**config.mk**
```make
export PLATFORM = sky130hd
export DESIGN_NAME = mpeg2_seq_ext_inserter
export DESIGN_NICKNAME = d
export VERILOG_FILES = /design/src/mpsei_pkg.sv /design/src/mpeg2_seq_ext_inserter.sv
export SDC_FILE = /design/constraint.sdc
export NUM_CORES = 1
export LEC_CHECK = 0
export CORE_MARGIN = 4
export CORE_UTILIZATION = 36
export DETAILED_ROUTE_END_ITERATION = 12
export DONT_BUFFER_PORTS = 1
export PLACE_DENSITY = 0.62
export SYNTH_ARGS = -nofsm -noshare
export SYNTH_HDL_FRONTEND = slang
export SYNTH_SLANG_ARGS = --single-unit
export TNS_END_PERCENT = 5
```
**constraint.sdc**
```tcl
create_clock -name clk_i -period 2.26 [get_ports clk_i]
set_clock_uncertainty 0.15 [all_clocks]
set_input_delay 0.452 -clock clk_i [delete_from_list [all_inputs] [get_ports clk_i]]
set_output_delay 0.452 -clock clk_i [all_outputs]
set_load 0.01 [all_outputs]
```
**src/mpsei_pkg.sv**
```systemverilog
// ----------------------------------------------------------------------------
// mpsei_pkg
// Types, constants and the display extension table for the MPEG-2 sequence
// display extension inserter.
// ----------------------------------------------------------------------------
package mpsei_pkg;

  typedef struct packed {
    logic [7:0] data_byte;
    logic       is_last;
  } in_word_t;

  typedef struct packed {
    logic [7:0] out_byte;
    logic       out_last;
  } out_word_t;

  // Start code prefix and the sequence extension identifiers.
  localparam logic [7:0] ScPrefix0   = 8'h00;
  localparam logic [7:0] ScPrefix1   = 8'h00;
  localparam logic [7:0] ScPrefix2   = 8'h01;
  localparam logic [7:0] ExtStartId  = 8'hB5;
  localparam logic [3:0] SeqExtId    = 4'h1;

  localparam int unsigned HistDepth   = 4;
  localparam int unsigned SeqExtTail  = 5;
  localparam int unsigned DispExtLen  = 11;

  localparam int unsigned HistCntW    = $clog2(HistDepth + 1);
  localparam int unsigned ExtRemW     = $clog2(SeqExtTail + 1);
  localparam int unsigned InsCntW     = $clog2(DispExtLen + 1);
  localparam int unsigned InsIdxW     = $clog2(DispExtLen);

  // Fixed sequence display extension, emitted after a sequence extension.
  function automatic logic [7:0] disp_ext_byte(input logic [InsIdxW-1:0] idx);
    logic [7:0] b;
    case (idx)
      4'd0:    b = 8'h00;
      4'd1:    b = 8'h00;
      4'd2:    b = 8'h01;
      4'd3:    b = 8'hB5;
      4'd4:    b = 8'h25;
      4'd5:    b = 8'h04;
      4'd6:    b = 8'h04;
      4'd7:    b = 8'h05;
      4'd8:    b = 8'h0B;
      4'd9:    b = 8'h42;
      4'd10:   b = 8'h0F;
      default: b = 8'h00;
    endcase
    return b;
  endfunction

endpackage

```
**src/mpeg2_seq_ext_inserter.sv**
```systemverilog
// ----------------------------------------------------------------------------
// mpeg2_seq_ext_inserter
// Byte-wide MPEG-2 video pass-through that appends a sequence display
// extension after every sequence extension.
// ----------------------------------------------------------------------------
// Every accepted byte leaves unchanged, one word per cycle unless the output
// stalls, through a single output register. The scanner looks for 00 00 01 B5
// followed by a byte whose top nibble is 1; once matched, the next five bytes
// complete the ten-byte sequence extension and are not scanned. After the
// tenth byte the block emits the 11-byte display extension 00 00 01 B5 25
// 04 04 05 0B 42 0F from a constant table, one byte per cycle unless the
// output stalls, and holds in_ready_o low meanwhile. A stream cut short
// inside an extension gets no insertion. out_last marks the final word
// emitted for an input word with is_last set (the last inserted byte if
// an insertion follows it), and the scanner returns to its reset state after
// that input word, so the next word begins a fresh stream. An accepted byte
// is presented at the output in the cycle after its acceptance.
module mpeg2_seq_ext_inserter
  import mpsei_pkg::*;
(
  input  logic      clk_i,
  input  logic      rst_ni,
  input  logic      in_valid_i,
  output logic      in_ready_o,
  input  in_word_t  in_data_i,
  output logic      out_valid_o,
  input  logic      out_ready_i,
  output out_word_t out_data_o
);

  // Scanner state
  logic [HistDepth-1:0][7:0] hist_q, hist_d;
  logic [HistCntW-1:0]       hist_cnt_q, hist_cnt_d;
  logic [ExtRemW-1:0]        ext_rem_q, ext_rem_d;

  // Output register and insertion sequencer
  logic                      out_valid_q, out_valid_d;
  out_word_t                 out_word_q, out_word_d;
  logic [InsCntW-1:0]        ins_cnt_q, ins_cnt_d;   // inserted words still to send
  logic                      ins_last_q, ins_last_d; // last inserted word ends stream

  logic in_fire, out_fire, match, insert;
  logic [InsIdxW-1:0] ins_idx;

  // Take a new word when the output register is empty or empties this cycle
  // and no insertion is pending behind it.
  assign in_ready_o = !out_valid_q || (out_ready_i && (ins_cnt_q == '0));
  assign in_fire    = in_valid_i && in_ready_o;
  assign out_fire   = out_valid_q && out_ready_i;

  assign out_valid_o = out_valid_q;
  assign out_data_o  = out_word_q;

  // Start code followed by a sequence extension id, only on a full history.
  assign match = (hist_cnt_q == HistCntW'(HistDepth)) &&
                 (hist_q[0] == ScPrefix0) && (hist_q[1] == ScPrefix1) &&
                 (hist_q[2] == ScPrefix2) && (hist_q[3] == ExtStartId) &&
                 (in_data_i.data_byte[7:4] == SeqExtId);

  // Tenth byte of a matched extension arrives now.
  assign insert = (ext_rem_q == ExtRemW'(1));

  assign ins_idx = InsIdxW'(InsCntW'(DispExtLen) - ins_cnt_q);

  always_comb begin
    hist_d     = hist_q;
    hist_cnt_d = hist_cnt_q;
    ext_rem_d  = ext_rem_q;

    if (in_fire) begin
      if (ext_rem_q != '0) begin
        // Inside a matched extension: count down, skip scanning.
        ext_rem_d = ext_rem_q - ExtRemW'(1);
        if (insert) begin
          hist_cnt_d = '0;
        end
      end else begin
        hist_d = {in_data_i.data_byte, hist_q[HistDepth-1:1]};
        if (match) begin
          ext_rem_d  = ExtRemW'(SeqExtTail);
          hist_cnt_d = '0;
        end else if (hist_cnt_q != HistCntW'(HistDepth)) begin
          hist_cnt_d = hist_cnt_q + HistCntW'(1);
        end
      end
      // End of stream: start over.
      if (in_data_i.is_last) begin
        hist_d     = '0;
        hist_cnt_d = '0;
        ext_rem_d  = '0;
      end
    end
  end

  always_comb begin
    out_valid_d = out_valid_q;
    out_word_d  = out_word_q;
    ins_cnt_d   = ins_cnt_q;
    ins_last_d  = ins_last_q;

    if (in_fire) begin
      // Load the passed-through byte; arm the insertion if it ends an extension.
      out_valid_d         = 1'b1;
      out_word_d.out_byte = in_data_i.data_byte;
      out_word_d.out_last = in_data_i.is_last && !insert;
      ins_cnt_d           = insert ? InsCntW'(DispExtLen) : '0;
      ins_last_d          = in_data_i.is_last;
    end else if (out_fire) begin
      if (ins_cnt_q != '0) begin
        // Advance through the display extension table.
        out_word_d.out_byte = disp_ext_byte(ins_idx);
        out_word_d.out_last = ins_last_q && (ins_cnt_q == InsCntW'(1));
        ins_cnt_d           = ins_cnt_q - InsCntW'(1);
      end else begin
        out_valid_d = 1'b0;
      end
    end
  end

  always_ff @(posedge clk_i or negedge rst_ni) begin
    if (!rst_ni) begin
      hist_q      <= '0;
      hist_cnt_q  <= '0;
      ext_rem_q   <= '0;
      out_valid_q <= 1'b0;
      ins_cnt_q   <= '0;
      ins_last_q  <= 1'b0;
    end else begin
      hist_q      <= hist_d;
      hist_cnt_q  <= hist_cnt_d;
      ext_rem_q   <= ext_rem_d;
      out_valid_q <= out_valid_d;
      ins_cnt_q   <= ins_cnt_d;
      ins_last_q  <= ins_last_d;
    end
  end

  always_ff @(posedge clk_i) begin
    out_word_q <= out_word_d;
  end

endmodule

```
# After elaboration in Yosys (flattened, before gate mapping)
# Memories as Yosys holds them, arrays and structs flattened.
# Cells that the tools add are included.
# W data, S select, Z words.
word_totals:
  register_bits: 53
  romBits: 128
  in_bits: 13
  out_inout_bits: 11
  n_memories: 1
memory_table:
  columns: ["name", "depth", "word_bits", "rd", "rd_clocked_by_memory_dff", "write_ports", "line", "text"]
  rows:
  - ["(no name shown)", 16, 8, 1, 0, 0, "mpsei_pkg.sv:37", "case (idx)"]
classes:
  n_addsub: 4
  n_eq_ne: 10
  muxes: 20
  n_reduce_logical: 27
ops:
  columns: ["operator", "n"]
  rows:
  - ["$mux W32", 2]
  - ["$mux W9", 3]
  - ["$mux W3", 8]
  - ["$logic_not A8 Y1", 2]
  - ["$mux W4", 4]
  - ["$logic_and A1 B1 Y1", 10]
  - ["$eq A4 B1 Y1 const B", 2]
  - ["$eq A8 B1 Y1 const B", 1]
  - ["$eq A8 B8 Y1 const B", 1]
  - ["$reduce_and A2 Y1", 4]
  - ["$reduce_bool A4 Y1", 2]
  - ["$ne A3 B3 Y1 const B", 2]
  - ["$reduce_bool A3 Y1", 2]
  - ["$logic_not A4 Y1", 1]
  - ["$ne A2 B2 Y1 const B", 2]
  - ["$reduce_bool A2 Y1", 2]
  - ["$sub A4 B1 Y4 const B", 1]
  - ["$sub A4 B4 Y4 const A", 1]
  - ["$add A3 B1 Y3 const B", 1]
  - ["$eq A3 B1 Y1 const B", 1]
  - ["$eq A3 B3 Y1 const B", 1]
  - ["$mux W1", 3]
  - ["$reduce_and A3 Y1", 1]
  - ["$sub A3 B1 Y3 const B", 1]
  - ["other kinds (2)", 3]

# Depth between registers and ports, before layout
depth:
  depth_word: 9
  ltp_mapped: 8
  ltp_nobuf: 7

# Worst setup path after synthesis
# OpenSTA, ideal clock, no wires.
synth_path:
  path_type: "reg-to-reg"
  from: "reg ins_cnt_q[2]"
  to: "reg out_word_q, in the netlist out_data_o[5], data pin"
  setup_time_ps: 254
  arrival_time_ps: 1675
  setup_slack_ps: 182
  stages_incl_launch_ff: 9
  n_path_buf: 1
  synth_period_minus_slack_ps: 2078
  path_cell_list: "dfrtp_1 inv_1 ha_1 nand3_1 nand2_1 nand2_1 clkbuf_1 and3_1 a21o_1"
synth_rtl:
  columns: ["item", "line", "text"]
  rows:
  - ["start: declaration", "mpeg2_seq_ext_inserter.sv:39", "logic [InsCntW-1:0] ins_cnt_q, ins_cnt_d;"]
  - ["start signal: assignment", "mpeg2_seq_ext_inserter.sv:133", "ins_cnt_q <= ins_cnt_d;"]
  - ["end signal: assignment", "mpeg2_seq_ext_inserter.sv:139", "out_word_q <= out_word_d;"]
  - ["end: declaration", "mpeg2_seq_ext_inserter.sv:38", "out_word_t out_word_q, out_word_d;"]

# Worst setup path after layout
layout_path:
  from: "reg ins_cnt_q[1]"
  to: "out in_ready_o"
layout_between:
  elab_chain_len: 3
layout_lines:
  columns: ["item", "line", "text"]
  rows:
  - ["$logic_not A4 Y1", "mpeg2_seq_ext_inserter.sv:47", "assign in_ready_o = !out_valid_q || (out_ready_i && (ins_cnt_q == '0));"]
  - ["$logic_and A1 B1 Y1", "mpeg2_seq_ext_inserter.sv:47", null]
  - ["$logic_or A1 B1 Y1", "mpeg2_seq_ext_inserter.sv:47", null]
  - ["end: declaration", "mpeg2_seq_ext_inserter.sv:24", "output logic in_ready_o,"]
# No other way between the ends.

==> run_results.csv <==
group,metric,value,unit
clock_tree,clock_path_buffers,2,
finish,instances_no_fill,291,
setup_path,crit_fanout,5,
pwr,switching_power,1.099,mW
pwr,comb_power_share,33.1,%
yosys,synth_area,2470,um^2
placement,port_buffers,0,
yosys,yosysTopAreaCell,"dfrtp_1",
drt,wl_per_cell,16.79,um
placement,place.gp.congestion,0.8537,
timing,finalHoldViolCount,0,
yosys,synth.distinct_cells,40,
pwr,p_clk_share,17.6,%
floorplan,core.rowCount,29,
pwr,ir_drop,0.6493,mV
finish,fill_cells,590,
timing,fin_ws,151.6,ps
clock_tree,insertion_delay,310,ps
worst_hold_path,hold_end,"hist_q[25]",
yosys,ys_ff_latch,53,
pwr,leakagePower,1.289,nW
finish,final_core_util,42.13,%
grt,grt_overflow,0,
floorplan,dieWidth,90.83,um
clock_tree,clock_sinks,53,
timing,setup_viol,0,
clock_tree,path_clk_slew,90,ps
timing,hold_slack,91.25,ps
drt,drt-vias-per-instance,5.515,
setup_path,path_class,"reg2out",
floorplan,dieArea,8250,um^2
placement,dp_slack,158.0,ps
grt,grt_max_degree,45,
setup_path,reg2reg_depth,7,
timing,fmax,0.4743,GHz
setup_path,arrival,1510,ps
timing,report.final.slew_viol_count,0,
pwr,internal_power,1.948,mW
grt,grt_usage,12.70,%
setup_path,worst_setup_path_start_kind,"register",
setup_path,path_cells,"inv_1 > ha_2 > nand3_1 > nand2_1 > buf_4",
worst_hold_path,hold_depth,1,
placement,dp_hpwl,3396,um
timing,tns,0,ps
timing,tightest_slew,446.2,ps
drt,drc,0,
yosys,syn_inst,205,
drt,vias,1605,
floorplan,core_area,6495,um^2
job,maxCapViolCount,0,
finish,drive_gt1_share,12.62,%
finish,multiInputGateArea,1028,um^2
worst_hold_path,min_path_type,"in2reg",
finish,areaGrowthSynthToFinish,10.79,%
pwr,pwr-share-seq,49.3,%
grt,antenna_found_initial,0,
floorplan,die_y,90.83,um
yosys,yosys_warnings,0,
clock_tree,root_buffer,"clkbuf_8",
timing,rsz0062_at_grt,"no",
yosys,synth_common_cells,"dfrtp_1, a22o_1, nand2_1, inv_1",
yosys,yosysSeqAreaShare,55.52,%
timing,maxSlewHeadroom,70.22,%
grt,grt_pass1_vias,1627,
setup_path,worst_path_largest_cell_delay,420,ps
grt,grt_first_pass_wirelength,8411,um
setup_path,required,1660,ps
floorplan,initial_core_util,38.03,%
yosys,yosysMostFrequentCell,"dfrtp_1",
setup_path,worstReg2RegEnd,"out_data_o[8]",
yosys,syn_avg_cell_area,12.05,um^2
timing,fin_crit,2108,ps
yosys,synth_nets,228,
finish,seqCellArea,1371,um^2
yosys,synthFlopType,"dfrtp_1",
setup_path,crit_slowest_cell,"dfrtp_1",
outcome,status,"finished, final reports clean",
yosys,synth_async_sr_flop_share,83.02,%
drt,routed_wl,4885,um
finish,diodes,0,
finish,final_nets,236,
timing,finalCritPeriodShare,93.29,%
pwr,sw_frac_of_total,36.06,%
yosys,netlist.area_leader.share,44.58,%
drt,drt_iter0_drc,86,
clock_tree,cts_tree,"built",
pwr,power_density,1114,nW/um^2
clock_tree,htreeDepth,2,
setup_path,r2r_slack,180,ps
setup_path,r2r-start,"ins_cnt_q[1]",
drt,firstDrtPassIters,4,
yosys,synth_area_leaders,"dfrtp_1, a22o_1, edfxtp_1, ha_1, nand2_1",
clock_tree,cts_buffers,5,
yosys,synth-edff-count,9,
setup_path,endpoint_kind,"primary output",
drt,ant_nets,0,
placement,place_inst,281,
worst_hold_path,holdCritStartpoint,"in_data_i[0]",
floorplan,io_pins,24,
worst max-delay path by stage:
stage                     slack [ps]  cells past startpoint          from             to
final                            150                      5  ins_cnt_q[1]     in_ready_o
after global routing              20                      5  ins_cnt_q[1]     in_ready_o
after CTS                        100                      5  ins_cnt_q[1]     in_ready_o
after detailed placement         160                      7  ins_cnt_q[1]  out_data_o[8]
after global placement           210                      7  ins_cnt_q[1]  out_data_o[5]
after floorplan                  180                      8  ins_cnt_q[2]  out_data_o[5]
per-stage QoR:
step                      power [mW]  area, um^2
after floorplan                2.207        2470
after global placement         2.482        2611
after detailed placement       2.502        2611
after CTS                      3.071        2734
after global routing           3.285        2736
final                          3.047        2736
power by group through the flow:
stage	registers, mW	logic, mW	clock network [mW]
after floorplan	1.47	0.738	0
after global placement	1.52	0.961	0
after detailed placement	1.52	0.979	0
after CTS	1.51	1.01	0.553
after global routing	1.53	1.15	0.600
final	1.50	1.01	0.536
layer usage:
metal | vias up | part of all wire, % | track usage, %
met2 | 22 | 46 | 18.78
met3 | 8 | 5.2 | 4.583
li1 | 796 | - | -
met5 | - | 0 | 0
met4 | 0 | 1.6 | 5.528
met1 | 779 | 47 | 16.69
cell usage in the layout (no fill, tap or decap), types with 2 or more instances in the layout:
| cell | n |
|---|---|
| edfxtp_1 | 9 |
| and3_1 | 6 |
| nand4_1 | 2 |
| ha_1 | 9 |
| clkbuf_8 | 5 |
| nor4_4 | 2 |
| o211ai_1 | 2 |
| dfrtp_1 | 44 |
| nor4b_2 | 2 |
| o31ai_1 | 3 |
| nand2_1 | 18 |
| a21o_1 | 4 |
| o221ai_1 | 2 |
| a21oi_1 | 6 |
| nor2_1 | 3 |
| nand3_1 | 2 |
| and4bb_1 | 2 |
| a31oi_1 | 2 |
| a22o_1 | 31 |
| inv_4 | 2 |
| inv_1 | 12 |
| o21ai_0 | 10 |
| nand2b_1 | 2 |
| nor4_1 | 4 |
| buf_4 | 7 |
logic make-up (layout without fill, tap and decap cells):
| logic type | Yosys count | count (layout) | share of synthesized area (%) |
|---|---|---|---|
| AO/OA/AOI/OAI | 71 | 71 | 22.39 |
| flip-flops | 53 | 53 | 55.52 |
| AND/OR/NAND/NOR | 48 | 48 | 12.71 |
| buffers and inverters | 21 | 30 | 3.293 |
| adder cells (fa/ha/maj) | 10 | 10 | 5.066 |
| multiplexers | 2 | 2 | 1.013 |
timing repair:
item                                    in CTS  in global routing
hold endpoints to repair                    44                  0
gates resized for setup                      0                  1
endpoints found under the setup margin       0                  2
hold buffers                                 2                  0
setup buffers                                0                  0
flip-flops by register name, summed over array words and instances (netlist names):
name / cells
out_data_o: 9
ins_last_q: 1
ins_cnt_q: 4
out_valid_o: 1
hist_cnt_q: 3
hist_q: 32
ext_rem_q: 3
critical path, delay by kind of cell, from the launching register on:
kind | cells | cell delay (ps)
buffers and inverters | 2 | 280
adders and majority gates | 1 | 240
and+or+nand+nor | 2 | 260
DFF | 1 | 420
cell type report:
class                           count  share of cell area [%]
Inverter                           12                   1.646
Tap cell                           77                   3.521
Timing Repair Buffer               10                   4.024
Clock inverter                      2                  0.4572
Clock buffer                        6                   2.652
Multi-Input combinational cell    131                   37.59
Sequential cell                    53                   50.11
(Power assumes the default switching activity.)
